**src/rtl/core/ircd_pkg.sv**
```systemverilog
// ----------------------------------------------------------------------------
// ircd_pkg
// Shared types and constants for the manchester ir frame decoder.
// ----------------------------------------------------------------------------
package ircd_pkg;

  localparam logic [3:0]  FRAME_LEN      = 4'd14;
  localparam logic [3:0]  NIBBLE_BAD     = 4'h8;
  localparam int          QUEUE_DEPTH_DEF = 2;

  localparam logic [15:0] HALF_MIN_RST   = 16'd689;
  localparam logic [15:0] HALF_MAX_RST   = 16'd1089;
  localparam logic [15:0] FULL_MIN_RST   = 16'd1578;
  localparam logic [15:0] FULL_MAX_RST   = 16'd1978;
  localparam logic [1:0]  EXP_ADDR_RST   = 2'd0;

  typedef enum logic [1:0] {
    ST_BUSY  = 2'd0,
    ST_DONE  = 2'd1,
    ST_ERROR = 2'd2
  } ircd_status_t;

  typedef enum logic [1:0] {
    HALVES_NONE = 2'd0,
    HALVES_ONE  = 2'd1,
    HALVES_TWO  = 2'd2
  } ircd_halves_t;

  typedef enum logic [2:0] {
    CFG_HALF_MIN = 3'd0,
    CFG_HALF_MAX = 3'd1,
    CFG_FULL_MIN = 3'd2,
    CFG_FULL_MAX = 3'd3,
    CFG_EXP_ADDR = 3'd4
  } ircd_cfg_idx_t;

  // classified segment handed from front to back
  typedef struct packed {
    logic         op;
    logic         level;
    ircd_halves_t halves;
  } ircd_cmd_t;

endpackage

```
**src/rtl/core/ircd_front.sv**
```systemverilog
// ----------------------------------------------------------------------------
// ircd_front
// Holds the timing windows and classifies each segment length.
// ----------------------------------------------------------------------------
module ircd_front
  import ircd_pkg::*;
(
  input  logic            clk,
  input  logic            rst_n,
  input  logic            cfg_valid,
  output logic            cfg_ready,
  input  logic [2:0]      cfg_index,
  input  logic [15:0]     cfg_data,
  input  logic            in_valid,
  output logic            in_ready,
  input  logic            in_op,
  input  logic            in_level,
  input  logic [15:0]     in_duration_us,
  output logic            push_valid,
  input  logic            push_ready,
  output ircd_cmd_t       push_cmd,
  output logic [1:0]      exp_addr
);

  logic [15:0] half_min_r;
  logic [15:0] half_max_r;
  logic [15:0] full_min_r;
  logic [15:0] full_max_r;
  logic [1:0]  exp_addr_r;
  logic        in_half;
  logic        in_full;

  assign cfg_ready = 1'b1;

  always_ff @(posedge clk) begin
    if (!rst_n) begin
      half_min_r <= HALF_MIN_RST;
      half_max_r <= HALF_MAX_RST;
      full_min_r <= FULL_MIN_RST;
      full_max_r <= FULL_MAX_RST;
      exp_addr_r <= EXP_ADDR_RST;
    end else if (cfg_valid) begin
      case (cfg_index)
        CFG_HALF_MIN: half_min_r <= cfg_data;
        CFG_HALF_MAX: half_max_r <= cfg_data;
        CFG_FULL_MIN: full_min_r <= cfg_data;
        CFG_FULL_MAX: full_max_r <= cfg_data;
        CFG_EXP_ADDR: exp_addr_r <= cfg_data[1:0];
        default: ;
      endcase
    end
  end

  // half window wins where the two overlap
  assign in_half = (in_duration_us >= half_min_r) && (in_duration_us <= half_max_r);
  assign in_full = (in_duration_us >= full_min_r) && (in_duration_us <= full_max_r);

  always_comb begin
    push_cmd.op    = in_op;
    push_cmd.level = in_level;
    if (in_half) begin
      push_cmd.halves = HALVES_ONE;
    end else if (in_full) begin
      push_cmd.halves = HALVES_TWO;
    end else begin
      push_cmd.halves = HALVES_NONE;
    end
  end

  assign push_valid = in_valid;
  assign in_ready   = push_ready;
  assign exp_addr   = exp_addr_r;

endmodule

```
**src/rtl/core/ircd_queue.sv**
```systemverilog
// ----------------------------------------------------------------------------
// ircd_queue
// Small register queue between the classifier and the frame engine.
// ----------------------------------------------------------------------------
module ircd_queue
  import ircd_pkg::*;
#(
  parameter int DEPTH = QUEUE_DEPTH_DEF
) (
  input  logic      clk,
  input  logic      rst_n,
  input  logic      push_valid,
  output logic      push_ready,
  input  ircd_cmd_t push_cmd,
  output logic      pop_valid,
  input  logic      pop_ready,
  output ircd_cmd_t pop_cmd
);

  localparam int PTR_W = (DEPTH > 1) ? $clog2(DEPTH) : 1;
  localparam int CNT_W = $clog2(DEPTH + 1);

  ircd_cmd_t          slots_r [DEPTH];
  logic [PTR_W-1:0]   wr_ptr_r;
  logic [PTR_W-1:0]   rd_ptr_r;
  logic [CNT_W-1:0]   count_r;
  logic               do_push;
  logic               do_pop;

  assign push_ready = (count_r != CNT_W'(DEPTH));
  assign pop_valid  = (count_r != '0);
  assign do_push    = push_valid && push_ready;
  assign do_pop     = pop_valid && pop_ready;
  assign pop_cmd    = slots_r[rd_ptr_r];

  always_ff @(posedge clk) begin
    if (do_push) begin
      slots_r[wr_ptr_r] <= push_cmd;
    end
  end

  always_ff @(posedge clk) begin
    if (!rst_n) begin
      wr_ptr_r <= '0;
      rd_ptr_r <= '0;
      count_r  <= '0;
    end else begin
      if (do_push) begin
        wr_ptr_r <= (wr_ptr_r == PTR_W'(DEPTH - 1)) ? '0 : wr_ptr_r + 1'b1;
      end
      if (do_pop) begin
        rd_ptr_r <= (rd_ptr_r == PTR_W'(DEPTH - 1)) ? '0 : rd_ptr_r + 1'b1;
      end
      if (do_push && !do_pop) begin
        count_r <= count_r + 1'b1;
      end else if (do_pop && !do_push) begin
        count_r <= count_r - 1'b1;
      end
    end
  end

  a_count_range: assert property (@(posedge clk) disable iff (!rst_n)
    count_r <= CNT_W'(DEPTH))
    else $error("queue count beyond depth");

  a_count_track: assert property (@(posedge clk) disable iff (!rst_n)
    (do_push && !do_pop) |=> (count_r == $past(count_r) + 1'b1))
    else $error("queue count missed a push");

  a_ptr_sync: assert property (@(posedge clk) disable iff (!rst_n)
    (count_r == '0) |-> (wr_ptr_r == rd_ptr_r))
    else $error("empty queue with pointers apart");

endmodule

```
**src/rtl/core/ircd_back.sv**
```systemverilog
// ----------------------------------------------------------------------------
// ircd_back
// Frame engine: pairs half-bits, assembles 14 bits, checks the frame and
// drives the registered result.
// ----------------------------------------------------------------------------
module ircd_back
  import ircd_pkg::*;
(
  input  logic              clk,
  input  logic              rst_n,
  input  logic              pop_valid,
  output logic              pop_ready,
  input  ircd_cmd_t         pop_cmd,
  input  logic [1:0]        exp_addr,
  output logic              out_valid,
  input  logic              out_ready,
  output logic [1:0]        out_status,
  output logic              out_toggle,
  output logic [1:0]        out_address,
  output logic              out_frame_kind,
  output logic [7:0]        out_payload,
  output logic signed [3:0] out_move_x,
  output logic signed [3:0] out_move_y
);

  logic [13:0]  frame_bits_r, frame_bits_nxt;
  logic [3:0]   bit_count_r, bit_count_nxt;
  logic         half_pending_r, half_pending_nxt;
  logic         first_level_r, first_level_nxt;

  logic         out_valid_r;
  ircd_status_t status_r, status_nxt;
  logic         toggle_r, toggle_nxt;
  logic [1:0]   address_r, address_nxt;
  logic         frame_kind_r, frame_kind_nxt;
  logic [7:0]   payload_r, payload_nxt;
  logic [3:0]   move_x_r, move_x_nxt;
  logic [3:0]   move_y_r, move_y_nxt;

  logic         do_pop;
  logic         live;
  logic         frame_ok;
  logic [1:0]   addr_w;
  logic [7:0]   pay_w;

  assign pop_ready = !out_valid_r || out_ready;
  assign do_pop    = pop_valid && pop_ready;

  always_comb begin
    frame_bits_nxt   = frame_bits_r;
    bit_count_nxt    = bit_count_r;
    half_pending_nxt = half_pending_r;
    first_level_nxt  = first_level_r;
    status_nxt       = ST_BUSY;
    toggle_nxt       = 1'b0;
    address_nxt      = '0;
    frame_kind_nxt   = 1'b0;
    payload_nxt      = '0;
    move_x_nxt       = '0;
    move_y_nxt       = '0;
    live             = 1'b1;
    frame_ok         = 1'b0;
    addr_w           = '0;
    pay_w            = '0;
    if (pop_cmd.op) begin
      frame_bits_nxt   = '0;
      bit_count_nxt    = '0;
      half_pending_nxt = 1'b0;
      first_level_nxt  = 1'b0;
    end else if (bit_count_r >= FRAME_LEN || pop_cmd.halves == HALVES_NONE) begin
      status_nxt = ST_ERROR;
    end else begin
      for (int k = 0; k < 2; k++) begin
        if (live && (k == 0 || pop_cmd.halves == HALVES_TWO)) begin
          if (!half_pending_nxt) begin
            first_level_nxt  = pop_cmd.level;
            half_pending_nxt = 1'b1;
          end else if (first_level_nxt == pop_cmd.level) begin
            status_nxt = ST_ERROR;
            live       = 1'b0;
          end else begin
            // high then low is a one, so the bit equals the first half
            frame_bits_nxt[bit_count_nxt] = first_level_nxt;
            bit_count_nxt    = bit_count_nxt + 1'b1;
            half_pending_nxt = 1'b0;
            if (bit_count_nxt == FRAME_LEN) begin
              live = 1'b0;
              // rest of a full segment is dropped once the frame is complete
              addr_w = {frame_bits_nxt[3], frame_bits_nxt[4]};
              for (int i = 0; i < 8; i++) begin
                pay_w[7-i] = frame_bits_nxt[6+i];
              end
              frame_ok = frame_bits_nxt[0] && frame_bits_nxt[1] && (addr_w == exp_addr);
              if (frame_bits_nxt[5]) begin
                frame_ok = frame_ok && (pay_w[3:0] != NIBBLE_BAD)
                                    && (pay_w[7:4] != NIBBLE_BAD);
              end else begin
                frame_ok = frame_ok && (pay_w inside {[8'd0:8'd12], [8'd16:8'd31]});
              end
              if (frame_ok) begin
                status_nxt     = ST_DONE;
                toggle_nxt     = frame_bits_nxt[2];
                address_nxt    = addr_w;
                frame_kind_nxt = frame_bits_nxt[5];
                payload_nxt    = pay_w;
                if (frame_bits_nxt[5]) begin
                  move_x_nxt = pay_w[3:0];
                  move_y_nxt = pay_w[7:4];
                end
              end else begin
                status_nxt = ST_ERROR;
              end
            end
          end
        end
      end
    end
  end

  always_ff @(posedge clk) begin
    if (!rst_n) begin
      frame_bits_r   <= '0;
      bit_count_r    <= '0;
      half_pending_r <= 1'b0;
      first_level_r  <= 1'b0;
      out_valid_r    <= 1'b0;
    end else begin
      if (do_pop) begin
        frame_bits_r   <= frame_bits_nxt;
        bit_count_r    <= bit_count_nxt;
        half_pending_r <= half_pending_nxt;
        first_level_r  <= first_level_nxt;
        out_valid_r    <= 1'b1;
      end else if (out_ready) begin
        out_valid_r    <= 1'b0;
      end
    end
  end

  always_ff @(posedge clk) begin
    if (do_pop) begin
      status_r     <= status_nxt;
      toggle_r     <= toggle_nxt;
      address_r    <= address_nxt;
      frame_kind_r <= frame_kind_nxt;
      payload_r    <= payload_nxt;
      move_x_r     <= move_x_nxt;
      move_y_r     <= move_y_nxt;
    end
  end

  assign out_valid      = out_valid_r;
  assign out_status     = status_r;
  assign out_toggle     = toggle_r;
  assign out_address    = address_r;
  assign out_frame_kind = frame_kind_r;
  assign out_payload    = payload_r;
  assign out_move_x     = move_x_r;
  assign out_move_y     = move_y_r;

  a_count_range: assert property (@(posedge clk) disable iff (!rst_n)
    bit_count_r <= FRAME_LEN)
    else $error("bit count past frame length");

  a_pending_full: assert property (@(posedge clk) disable iff (!rst_n)
    half_pending_r |-> (bit_count_r < FRAME_LEN))
    else $error("half pending on a full frame");

  a_done_full: assert property (@(posedge clk) disable iff (!rst_n)
    (out_valid_r && status_r == ST_DONE) |-> (bit_count_r == FRAME_LEN))
    else $error("frame done without fourteen bits");

  a_fields_zero: assert property (@(posedge clk) disable iff (!rst_n)
    (out_valid_r && status_r != ST_DONE) |->
      (payload_r == '0 && address_r == '0 && !toggle_r && !frame_kind_r))
    else $error("fields set on a result that is not done");

  a_move_cmd: assert property (@(posedge clk) disable iff (!rst_n)
    (out_valid_r && !frame_kind_r) |-> (move_x_r == '0 && move_y_r == '0))
    else $error("movement nibbles on a command frame");

endmodule

```
**src/rtl/core/rc5_style_ir_frame_decoder.sv**
```systemverilog
// ----------------------------------------------------------------------------
// rc5_style_ir_frame_decoder
// Manchester ir frame decoder: segment classifier, queue and frame engine.
// ----------------------------------------------------------------------------
// Each input transaction is one line segment (level and length in us) or a
// clear op. Every input transaction gives exactly one result transaction:
// busy while a frame is being gathered, done with the decoded fields once
// fourteen bits pass the start, address and payload checks, or error.
// The front compares the length against four window registers and pushes
// the classified segment into a two-entry queue; the back pairs half-bits,
// stores the frame and writes the result into an output register.
// Throughput is one transaction per cycle while the receiver takes results;
// an accepted input is written into a queue entry at the accepting edge, and
// the back later pops that entry into the output register.
// If the receiver stalls, the output register holds and the queue absorbs
// two more segments before in_ready drops. cfg writes are taken every cycle
// and should only be issued with no transaction in flight.
// Synchronous reset loads the default windows and address zero, empties the
// queue and clears the frame state; the decoder is ready the cycle after.
// ----------------------------------------------------------------------------
module rc5_style_ir_frame_decoder
  import ircd_pkg::*;
#(
  parameter int QUEUE_DEPTH = QUEUE_DEPTH_DEF
) (
  input  logic              clk,
  input  logic              rst_n,
  input  logic              cfg_valid,
  output logic              cfg_ready,
  input  logic [2:0]        cfg_index,
  input  logic [15:0]       cfg_data,
  input  logic              in_valid,
  output logic              in_ready,
  input  logic              in_op,
  input  logic              in_level,
  input  logic [15:0]       in_duration_us,
  output logic              out_valid,
  input  logic              out_ready,
  output logic [1:0]        out_status,
  output logic              out_toggle,
  output logic [1:0]        out_address,
  output logic              out_frame_kind,
  output logic [7:0]        out_payload,
  output logic signed [3:0] out_move_x,
  output logic signed [3:0] out_move_y
);

  logic      push_valid;
  logic      push_ready;
  ircd_cmd_t push_cmd;
  logic      pop_valid;
  logic      pop_ready;
  ircd_cmd_t pop_cmd;
  logic [1:0] exp_addr;

  ircd_front u_front (
    .clk            (clk),
    .rst_n          (rst_n),
    .cfg_valid      (cfg_valid),
    .cfg_ready      (cfg_ready),
    .cfg_index      (cfg_index),
    .cfg_data       (cfg_data),
    .in_valid       (in_valid),
    .in_ready       (in_ready),
    .in_op          (in_op),
    .in_level       (in_level),
    .in_duration_us (in_duration_us),
    .push_valid     (push_valid),
    .push_ready     (push_ready),
    .push_cmd       (push_cmd),
    .exp_addr       (exp_addr)
  );

  ircd_queue #(
    .DEPTH (QUEUE_DEPTH)
  ) u_queue (
    .clk        (clk),
    .rst_n      (rst_n),
    .push_valid (push_valid),
    .push_ready (push_ready),
    .push_cmd   (push_cmd),
    .pop_valid  (pop_valid),
    .pop_ready  (pop_ready),
    .pop_cmd    (pop_cmd)
  );

  ircd_back u_back (
    .clk            (clk),
    .rst_n          (rst_n),
    .pop_valid      (pop_valid),
    .pop_ready      (pop_ready),
    .pop_cmd        (pop_cmd),
    .exp_addr       (exp_addr),
    .out_valid      (out_valid),
    .out_ready      (out_ready),
    .out_status     (out_status),
    .out_toggle     (out_toggle),
    .out_address    (out_address),
    .out_frame_kind (out_frame_kind),
    .out_payload    (out_payload),
    .out_move_x     (out_move_x),
    .out_move_y     (out_move_y)
  );

endmodule
```
**config.mk**
```make
export PLATFORM = sky130hd
export DESIGN_NAME = rc5_style_ir_frame_decoder
export DESIGN_NICKNAME = d
export VERILOG_FILES = /design/src/rtl/core/ircd_pkg.sv /design/src/rtl/core/ircd_front.sv /design/src/rtl/core/ircd_queue.sv /design/src/rtl/core/ircd_back.sv /design/src/rtl/core/rc5_style_ir_frame_decoder.sv
export SDC_FILE = /design/constraint.sdc
export NUM_CORES = 1
export LEC_CHECK = 0
export ABC_AREA = 1
export ABC_CLOCK_PERIOD_IN_PS = 5300
export CORE_MARGIN = 2
export CORE_UTILIZATION = 50
export CTS_BUF_LIST = sky130_fd_sc_hd__clkbuf_16
export DETAILED_ROUTE_END_ITERATION = 10
export DONT_BUFFER_PORTS = 1
export SLEW_MARGIN = 20
export SYNTH_ARGS = -nofsm -noshare
export SYNTH_HDL_FRONTEND = slang
export SYNTH_SLANG_ARGS = --single-unit
export TNS_END_PERCENT = 5
```
**constraint.sdc**
```tcl
create_clock -name clk -period 5.3 [get_ports clk]
set_input_delay 0.265 -clock clk [delete_from_list [all_inputs] [get_ports clk]]
set_output_delay 0.265 -clock clk [all_outputs]
set_load 0.02 [all_outputs]
```
==> flow_metrics.env, run 1 <==
export IMPL_routedWlPerCell_um=15.6
export IMPL_fin_crit_ns=2.30
export IMPL_htreeDepth=4
export IMPL_avgViaCountPerCell=5.22
export IMPL_antenna_cells=0
export IMPL_synthSimpleGateAreaFrac_pct=17.2
export IMPL_min_path_type="in2reg"
export IMPL_worst_slack_ns=3.00
export IMPL_cts_buffers=17
export IMPL_ff2ff_setup_slack_ns=3.00
export IMPL_setup_viol=0
export IMPL_wl_um=16000
export IMPL_antenna_left=0
export IMPL_fmax_ghz=0.435
export IMPL_grt_pass1_wl_um=26300
export IMPL_synthMuxAreaShare_pct=0
export IMPL_holdPathStages=2
export IMPL_chipWidth_um=119
export IMPL_root_buffer="clkbuf_16"
export IMPL_fill_cells=1182
export IMPL_grt_overflow=0
export IMPL_peakVddDrop_mv=0.202
export IMPL_crit_arrival_ns=2.61
export IMPL_tns_ns=0
export IMPL_drt_pass1_iter_count=5
export IMPL_slew_viol_final=0
export IMPL_synth_nets=939
export IMPL_drtIter0Drc=327
export IMPL_cts_resized=0
export IMPL_cts_reportedPaths_clkPinSlew_ns=0.05
export IMPL_grt_pass1_vias=5261
export IMPL_coreArea_sq_um=12700
export IMPL_crit_path_start="u_back.bit_count_r[3]"
export IMPL_via_count=5347
export IMPL_path_class="reg2reg"
export IMPL_timing_final_crit_share_pct=43.3
export IMPL_power_total_mw=2.79
export IMPL_synth_top_area_share_pct=28.1
export IMPL_yosys_area_share_xor_xnor_pct=0.534
export IMPL_placedCellCount=977
export IMPL_cpMostUsedCell="nand2_1"
export IMPL_grt_max_degree=64
export IMPL_holdPathEnd="u_queue.rd_ptr_r"
export IMPL_clock_skew_ns=0.00858
export IMPL_yosysMostFrequentCell="nand2_1"
export IMPL_grt_antenna_before_repair=0
export IMPL_outcome="complete, no violations"
export IMPL_cts_tree="built"
export IMPL_area_delta_synth_final_pct=12.1
export IMPL_worstHoldStart="rst_n"
export IMPL_synth_async_reset_ratio_pct=0
export IMPL_synth_adder_area_share_pct=13.4
export IMPL_synth_edf_count=30
export IMPL_power_density_nw_per_um2=379
export IMPL_io_pins=67
export IMPL_drive_gt1_share_pct=6.92
export IMPL_worstRegToRegCells=10
export IMPL_ys_flop_type="dfxtp_1"
export IMPL_crit_path_max_fanout=22
export IMPL_syn_inst=827
export IMPL_place_congestion=0.899
export IMPL_worst_pin_slew_ns=0.869
export IMPL_hold_viol_final=0
export IMPL_slew_headroom_pct=41.7
export IMPL_slowest_stage="dfxtp_1"
export IMPL_synth_area_leaders="dfxtp_1 (28%), edfxtp_1 (14%), ha_1 (13%)"
export IMPL_synth_top_family_by_area="compound AO/OA/AOI/OAI gates"
export IMPL_synth_seq_cells=122
export IMPL_pre_cts_slack_ns=3.10
export IMPL_netlist_area_sq_um=6560
export IMPL_die_area_sq_um=14000
export IMPL_avgSynthCellArea_sq_um=7.93
export IMPL_start_kind="flip-flop"
export IMPL_final_nets=951
export IMPL_crit_path_end_kind="flip-flop"
export IMPL_required_ns=5.61
export IMPL_start_util_pct=51.6
export IMPL_cts_sinks=122
export IMPL_core_rowCount=41
export IMPL_leakagePower_nw=3.19
export IMPL_r2r_start="u_back.bit_count_r[3]"
export IMPL_path_cells="nand2_1 > inv_1 > o21ai_0 > nand2_1 > nand2_1 > nand2_1 > nor2_4 > inv_2 > nor2_1 > a211oi_1"
export IMPL_synthDistinctLibCells=30
export IMPL_track_usage_pct=23.8
export IMPL_max_stage_delay_ns=0.68
export IMPL_synth_largest_area_cell="dfxtp_1"
export IMPL_portBuffers=0
export IMPL_place_hpwl_um=11300
export IMPL_die_y_um=119
export IMPL_cap_violations=0
export IMPL_stdcell_count=1024
export IMPL_synth_compound_area_share_pct=17.6
export IMPL_yosys_warnings=0
export IMPL_worstReg2RegEnd="u_back.bit_count_r[1]"
export IMPL_drc=0
export IMPL_yosysSeqAreaShare_pct=41.8
export IMPL_clock_path_buffers=2
export IMPL_rsz0062_at_grt="no"
export IMPL_clock_latency_ns=0.41
export IMPL_synth_common_cells="nand2_1 (130), inv_1 (120), dfxtp_1 (92), a21oi_1 (91), o21ai_0 (84)"
[critical path, delay by kind of cell, from the launching register on]
family                 cells  cell delay (ns)
buffers and inverters      2             0.42
AO/OA/AOI/OAI              2             0.32
flip-flops                 1             0.68
AND/OR/NAND/NOR            6             0.78
[area by class of cell]
class                           instances  area (sq um)  area share, %
Clock buffer                           17           425           5.79
Clock inverter                         15          93.8           1.28
Inverter                              125           469           6.38
Multi-Input combinational cell        553          3200           43.5
Sequential cell                       122          2740           37.3
Tap cell                              172           215           2.93
Timing Repair Buffer                   20           205           2.79
[per-layer routing]
metal / global-route usage [%] / vias up / wire length, um
li1: - / 2780 / -
met1: 28.0 / 2429 / 6870
met2: 41.7 / 121 / 8020
met3: 7.43 / 17 / 898
met4: 6.47 / 0 / 202
met5: 0 / - / 0
[cell usage in the layout (no fill, tap or decap)]
cell type / netlist / routed
nand2_1: 130 / 130
inv_1: 120 / 123
dfxtp_1: 92 / 92
a21oi_1: 91 / 91
o21ai_0: 84 / 84
nor2_1: 71 / 71
ha_1: 70 / 70
nand3_1: 34 / 34
edfxtp_1: 30 / 30
clkbuf_16: 0 / 17
o211ai_1: 14 / 14
dlygate4sd3_1: 0 / 14
nor2_2: 10 / 10
a211oi_1: 9 / 9
nand4_1: 8 / 8
clkinv_2: 0 / 6
inv_2: 5 / 5
buf_4: 3 / 5
o21ai_2: 4 / 4
xor2_1: 4 / 4
o21ai_1: 4 / 4
o22ai_1: 4 / 4
clkinv_1: 0 / 4
nor3_1: 3 / 3
nand3_2: 3 / 3
nor2_4: 3 / 3
a31oi_1: 2 / 2
nand2_2: 2 / 2
a21oi_2: 1 / 1
o21bai_1: 1 / 1
conb_1: 1 / 1
clkinvlp_4: 0 / 1
bufinv_16: 0 / 1
buf_16: 0 / 1
[worst max-delay path by stage]
| stage | end | slack [ns] | cells after the start |
|---|---|---|---|
| after detailed placement | u_back.frame_bits_r[1] | 3.10 | 8 |
| final | u_back.bit_count_r[1] | 3.00 | 10 |
| after global routing | u_back.frame_bits_r[9] | 2.79 | 10 |
| after CTS | u_back.bit_count_r[1] | 3.07 | 10 |
| after floorplan | u_queue.count_r[1] | 3.06 | 9 |
| after global placement | u_back.frame_bits_r[1] | 3.12 | 8 |
[through the flow]
| step | hold WS, ns | instance area (sq um) | util (%) |
|---|---|---|---|
| global route | 0.0378 | 7350 | 57.8 |
| finish | 0.0335 | 7350 | 57.8 |
| floorplan | 0.364 | 6560 | - |
| detailed placement | 0.364 | 6670 | 52.4 |
| global placement | 0.362 | 6670 | 52.4 |
| CTS | 0.0198 | 7350 | 57.8 |
[flip-flops by register name, indices dropped and copies added (netlist names), 4 cells and up, named ones only]
| register | count |
|---|---|
| u_front.half_min_r | 16 |
| u_back.bit_count_r | 4 |
| u_front.full_min_r | 16 |
| u_back.out_payload | 8 |
| u_queue.slots_r | 8 |
| u_front.full_max_r | 16 |
| u_back.frame_bits_r | 14 |
| u_back.out_move_x | 4 |
| u_front.half_max_r | 16 |
| u_back.out_move_y | 4 |
[power by group]
group,total (mW),switching (mW),internal (mW)
Combinational,0.479,0.330,0.149
Sequential,1.29,0.171,1.12
Clock,1.02,0.396,0.624
Total,2.79,0.896,1.89
[logic make-up (layout without fill, tap and decap cells)]
group | after synthesis | after routing
other | 1 | 1
AOI/OAI and AO/OA | 214 | 214
and+or+nand+nor | 264 | 264
adders and majority gates | 70 | 70
xor gates and xnor gates | 4 | 4
DFF | 122 | 122
buffers and inverters | 152 | 177
[repair_timing]
action | CTS | global route
buffers inserted | 0 | 0
endpoints found under the hold margin | 75 | 0
hold buffers | 15 | 0
(Power assumes the default switching activity.)
==> inputs of run 2 (changes only) <==
--- a/config.mk
+++ b/config.mk
@@ -5,13 +5,14 @@
 export SDC_FILE = /design/constraint.sdc
 export NUM_CORES = 1
 export LEC_CHECK = 0
-export ABC_AREA = 1
-export ABC_CLOCK_PERIOD_IN_PS = 5300
+export ABC_AREA = 0
+export ABC_CLOCK_PERIOD_IN_PS = 2070
 export CORE_MARGIN = 2
 export CORE_UTILIZATION = 50
 export CTS_BUF_LIST = sky130_fd_sc_hd__clkbuf_16
 export DETAILED_ROUTE_END_ITERATION = 10
 export DONT_BUFFER_PORTS = 1
+export PLACE_DENSITY = 0.68
 export SLEW_MARGIN = 20
 export SYNTH_ARGS = -nofsm -noshare
 export SYNTH_HDL_FRONTEND = slang
==> constraint.sdc (replaced) <==
create_clock -name clk -period 2.07 [get_ports clk]
set_input_delay 0.1035 -clock clk [delete_from_list [all_inputs] [get_ports clk]]
set_output_delay 0.1035 -clock clk [all_outputs]
set_load 0.02 [all_outputs]
==> run 2 against run 1 <==
The run now ends with setup timing left. Design area grew 12%. Setup slack lost 3.2 ns. Synthesized area grew 1.3%. Largest power group unchanged. Sequential power grew 140%. Die area grew 1.3%. Critical path depth shrank 2. Non-clock buffer count grew 65. Critical path type unchanged. Highest routed layer unchanged. Largest cell class unchanged.
==> flow_metrics.env, run 2 <==
export IMPL_chipWidth_um=119
export IMPL_die_area_sq_um=14200
export IMPL_p_sw_mw=2.22
export IMPL_start_util_pct=50.8
export IMPL_power_internal_mw=5.05
export IMPL_holdPathStages=2
export IMPL_portBuffers=0
export IMPL_netlist_area_sq_um=6650
export IMPL_place_hpwl_um=11700
export IMPL_io_pins=67
export IMPL_required_ns=2.24
export IMPL_r2r_start="u_back.bit_count_r[1]"
export IMPL_postLayoutCoreUtil_pct=62.9
export IMPL_via_count=5418
export IMPL_antenna_cells=0
export IMPL_syn_inst=728
export IMPL_clock_path_buffers=2
export IMPL_coreArea_sq_um=13100
export IMPL_final_nets=913
export IMPL_setup_viol=27
export IMPL_crit_path_max_fanout=6
export IMPL_cts_sinks=122
export IMPL_pre_cts_slack_ns=-0.281
export IMPL_track_usage_pct=23.8
export IMPL_rsz0062_at_grt="yes"
export IMPL_power_frac_seq_pct=43.3
export IMPL_power_density_nw_per_um2=884
export IMPL_routedWlPerCell_um=16.6
export IMPL_hold_viol_final=0
export IMPL_slew_headroom_pct=60.9
export IMPL_cts_reportedPaths_clkPinSlew_ns=0.06
export IMPL_outcome="complete, but fails checks"
export IMPL_seq_area_sq_um=2760
export IMPL_yosys_warnings=0
export IMPL_avgSynthCellArea_sq_um=9.13
export IMPL_violations="setup timing"
export IMPL_worst_slack_ns=-0.158
export IMPL_synth_area_leaders="dfxtp_1 (28%), edfxtp_1 (14%), ha_1 (13%)"
export IMPL_multi_input_area_sq_um=3670
export IMPL_die_y_um=119
export IMPL_worstRegToRegCells=8
export IMPL_yosysSeqAreaShare_pct=41.3
export IMPL_peakVddDrop_mv=0.590
export IMPL_area_delta_synth_final_pct=23.8
export IMPL_drt_pass1_iter_count=4
export IMPL_synth_async_reset_ratio_pct=0
export IMPL_crit_path_end_kind="flip-flop"
export IMPL_timing_final_crit_share_pct=108
export IMPL_cap_violations=0
export IMPL_comb_power_share_pct=18.6
export IMPL_htreeDepth=4
export IMPL_mostFrequentLayoutCells="nand2_1 (120), dfxtp_1 (86), inv_1 (69)"
export IMPL_power_total_mw=7.27
export IMPL_worst_pin_slew_ns=0.586
export IMPL_leakagePower_nw=3.30
export IMPL_min_path_type="in2reg"
export IMPL_synth_seq_cells=122
export IMPL_avgViaCountPerCell=5.47
export IMPL_worstReg2RegEnd="u_back.out_status[1]"
export IMPL_fin_crit_ns=2.23
export IMPL_ff2ff_setup_slack_ns=-0.16
export IMPL_cts_tree="built"
export IMPL_ys_flop_type="dfxtp_1"
export IMPL_drc=0
export IMPL_grt_overflow=0
export IMPL_root_buffer="clkbuf_16"
export IMPL_fill_cells=1038
export IMPL_tns_ns=-2.58
export IMPL_synth_nets=840
export IMPL_place_congestion=0.880
export IMPL_layout_commonest_cell="nand2_1"
export IMPL_drtIter0Drc=321
export IMPL_antenna_left=0
export IMPL_grt_pass1_wl_um=26700
export IMPL_crit_arrival_ns=2.40
export IMPL_grt_max_degree=80
export IMPL_stdcell_count=990
export IMPL_pwr_share_clk_pct=38.1
export IMPL_grt_antenna_before_repair=0
export IMPL_switching_share_pct=30.5
export IMPL_synth_largest_area_cell="dfxtp_1"
export IMPL_holdPathEnd="u_front.half_max_r[10]"
export IMPL_clock_skew_ns=0.00718
export IMPL_core_rowCount=42
export IMPL_worstHoldStart="rst_n"
export IMPL_wl_um=16400
export IMPL_placedCellCount=933
export IMPL_synth_top_area_share_pct=27.7
export IMPL_synth_edf_count=30
export IMPL_grt_pass1_vias=5483
export IMPL_clock_latency_ns=0.42
export IMPL_slew_viol_final=0
export IMPL_synth_common_cells="nand2_1 (121), dfxtp_1 (92), inv_1 (71), ha_1 (70), nor2_1 (48)"
export IMPL_cts_buffers=17
export IMPL_yosysMostFrequentCell="nand2_1"
export IMPL_start_kind="flip-flop"
export IMPL_fmax_ghz=0.449
export IMPL_path_class="reg2reg"
export IMPL_synthDistinctLibCells=64
export IMPL_drive_gt1_share_pct=17.7
-- run 2: worst max path at each step --
stage               depth (start not counted)                   from  slack, ns               endpoint
floorplan                                   8  u_back.bit_count_r[0]      -0.17   u_back.out_status[1]
global route                                9  u_back.bit_count_r[1]      -0.29   u_back.out_move_y[2]
global placement                            8  u_front.half_min_r[0]      -0.23  u_queue.slots_r[0][1]
CTS                                         8  u_back.bit_count_r[1]      -0.15   u_back.out_status[1]
detailed placement                          8  u_back.bit_count_r[1]      -0.28   u_back.out_status[1]
finish                                      8  u_back.bit_count_r[1]      -0.16   u_back.out_status[1]
-- run 2: power groups by stage --
stage               registers [mW]  clock network (mW)  logic, mW
finish                        3.15                2.77       1.35
global route                  3.18                2.90       1.49
global placement              3.19                   0       1.14
floorplan                     3.14                   0      0.844
CTS                           3.15                2.81       1.32
detailed placement            3.20                   0       1.20
-- run 2: what timing repair did --
| action | in CTS | in global routing |
|---|---|---|
| setup endpoints to repair | 28 | 42 |
| gates resized for setup | 32 | 6 |
| setup buffers | 1 | 0 |
| endpoints found under the hold margin | 82 | 0 |
| pin swaps | 11 | 9 |
| hold buffers | 24 | 0 |
-- run 2: layer usage --
metal	routed length, um	GRT usage (%)	vias up
met1	7260	29.7	2575
met5	0	0	-
met3	699	5.03	36
li1	-	-	2660
met4	501	11.7	0
met2	7980	39.3	147
-- run 2: critical path, cell delays in order (launching register included) --
cell      delay [ns]
dfxtp_4         0.38
buf_12          0.13
ha_4            0.16
nand3b_1        0.11
mux2i_2         0.23
and4b_1         0.25
o32ai_4         0.30
a211oi_1        0.11
or3_1           0.31
-- run 2: cell type report --
cell class,instances,area share [%]
Clock buffer,17,5.17
Tap cell,176,2.68
Sequential cell,122,33.5
Clock inverter,15,1.60
Inverter,72,3.32
Timing Repair Buffer,85,9.16
Multi-Input combinational cell,503,44.6
-- run 2: cells by family after synthesis --
group | count (synthesis) | synth area share (%)
mux | 21 | 3.31
fa+ha+maj | 70 | 13.2
xor+xnor | 9 | 1.30
other cells | 1 | 0.0564
compound gates | 153 | 16.7
simple gates | 249 | 17.8
buf+inv | 103 | 6.38
flops | 122 | 41.3
-- run 2: per-stage QoR --
| step | cell area (sq um) | hold slack (ns) |
|---|---|---|
| floorplan | 6680 | 0.202 |
| global placement | 7230 | 0.201 |
| detailed placement | 7230 | 0.203 |
| CTS | 8200 | 0.0266 |
| global route | 8230 | 0.0502 |
| finish | 8230 | 0.0496 |
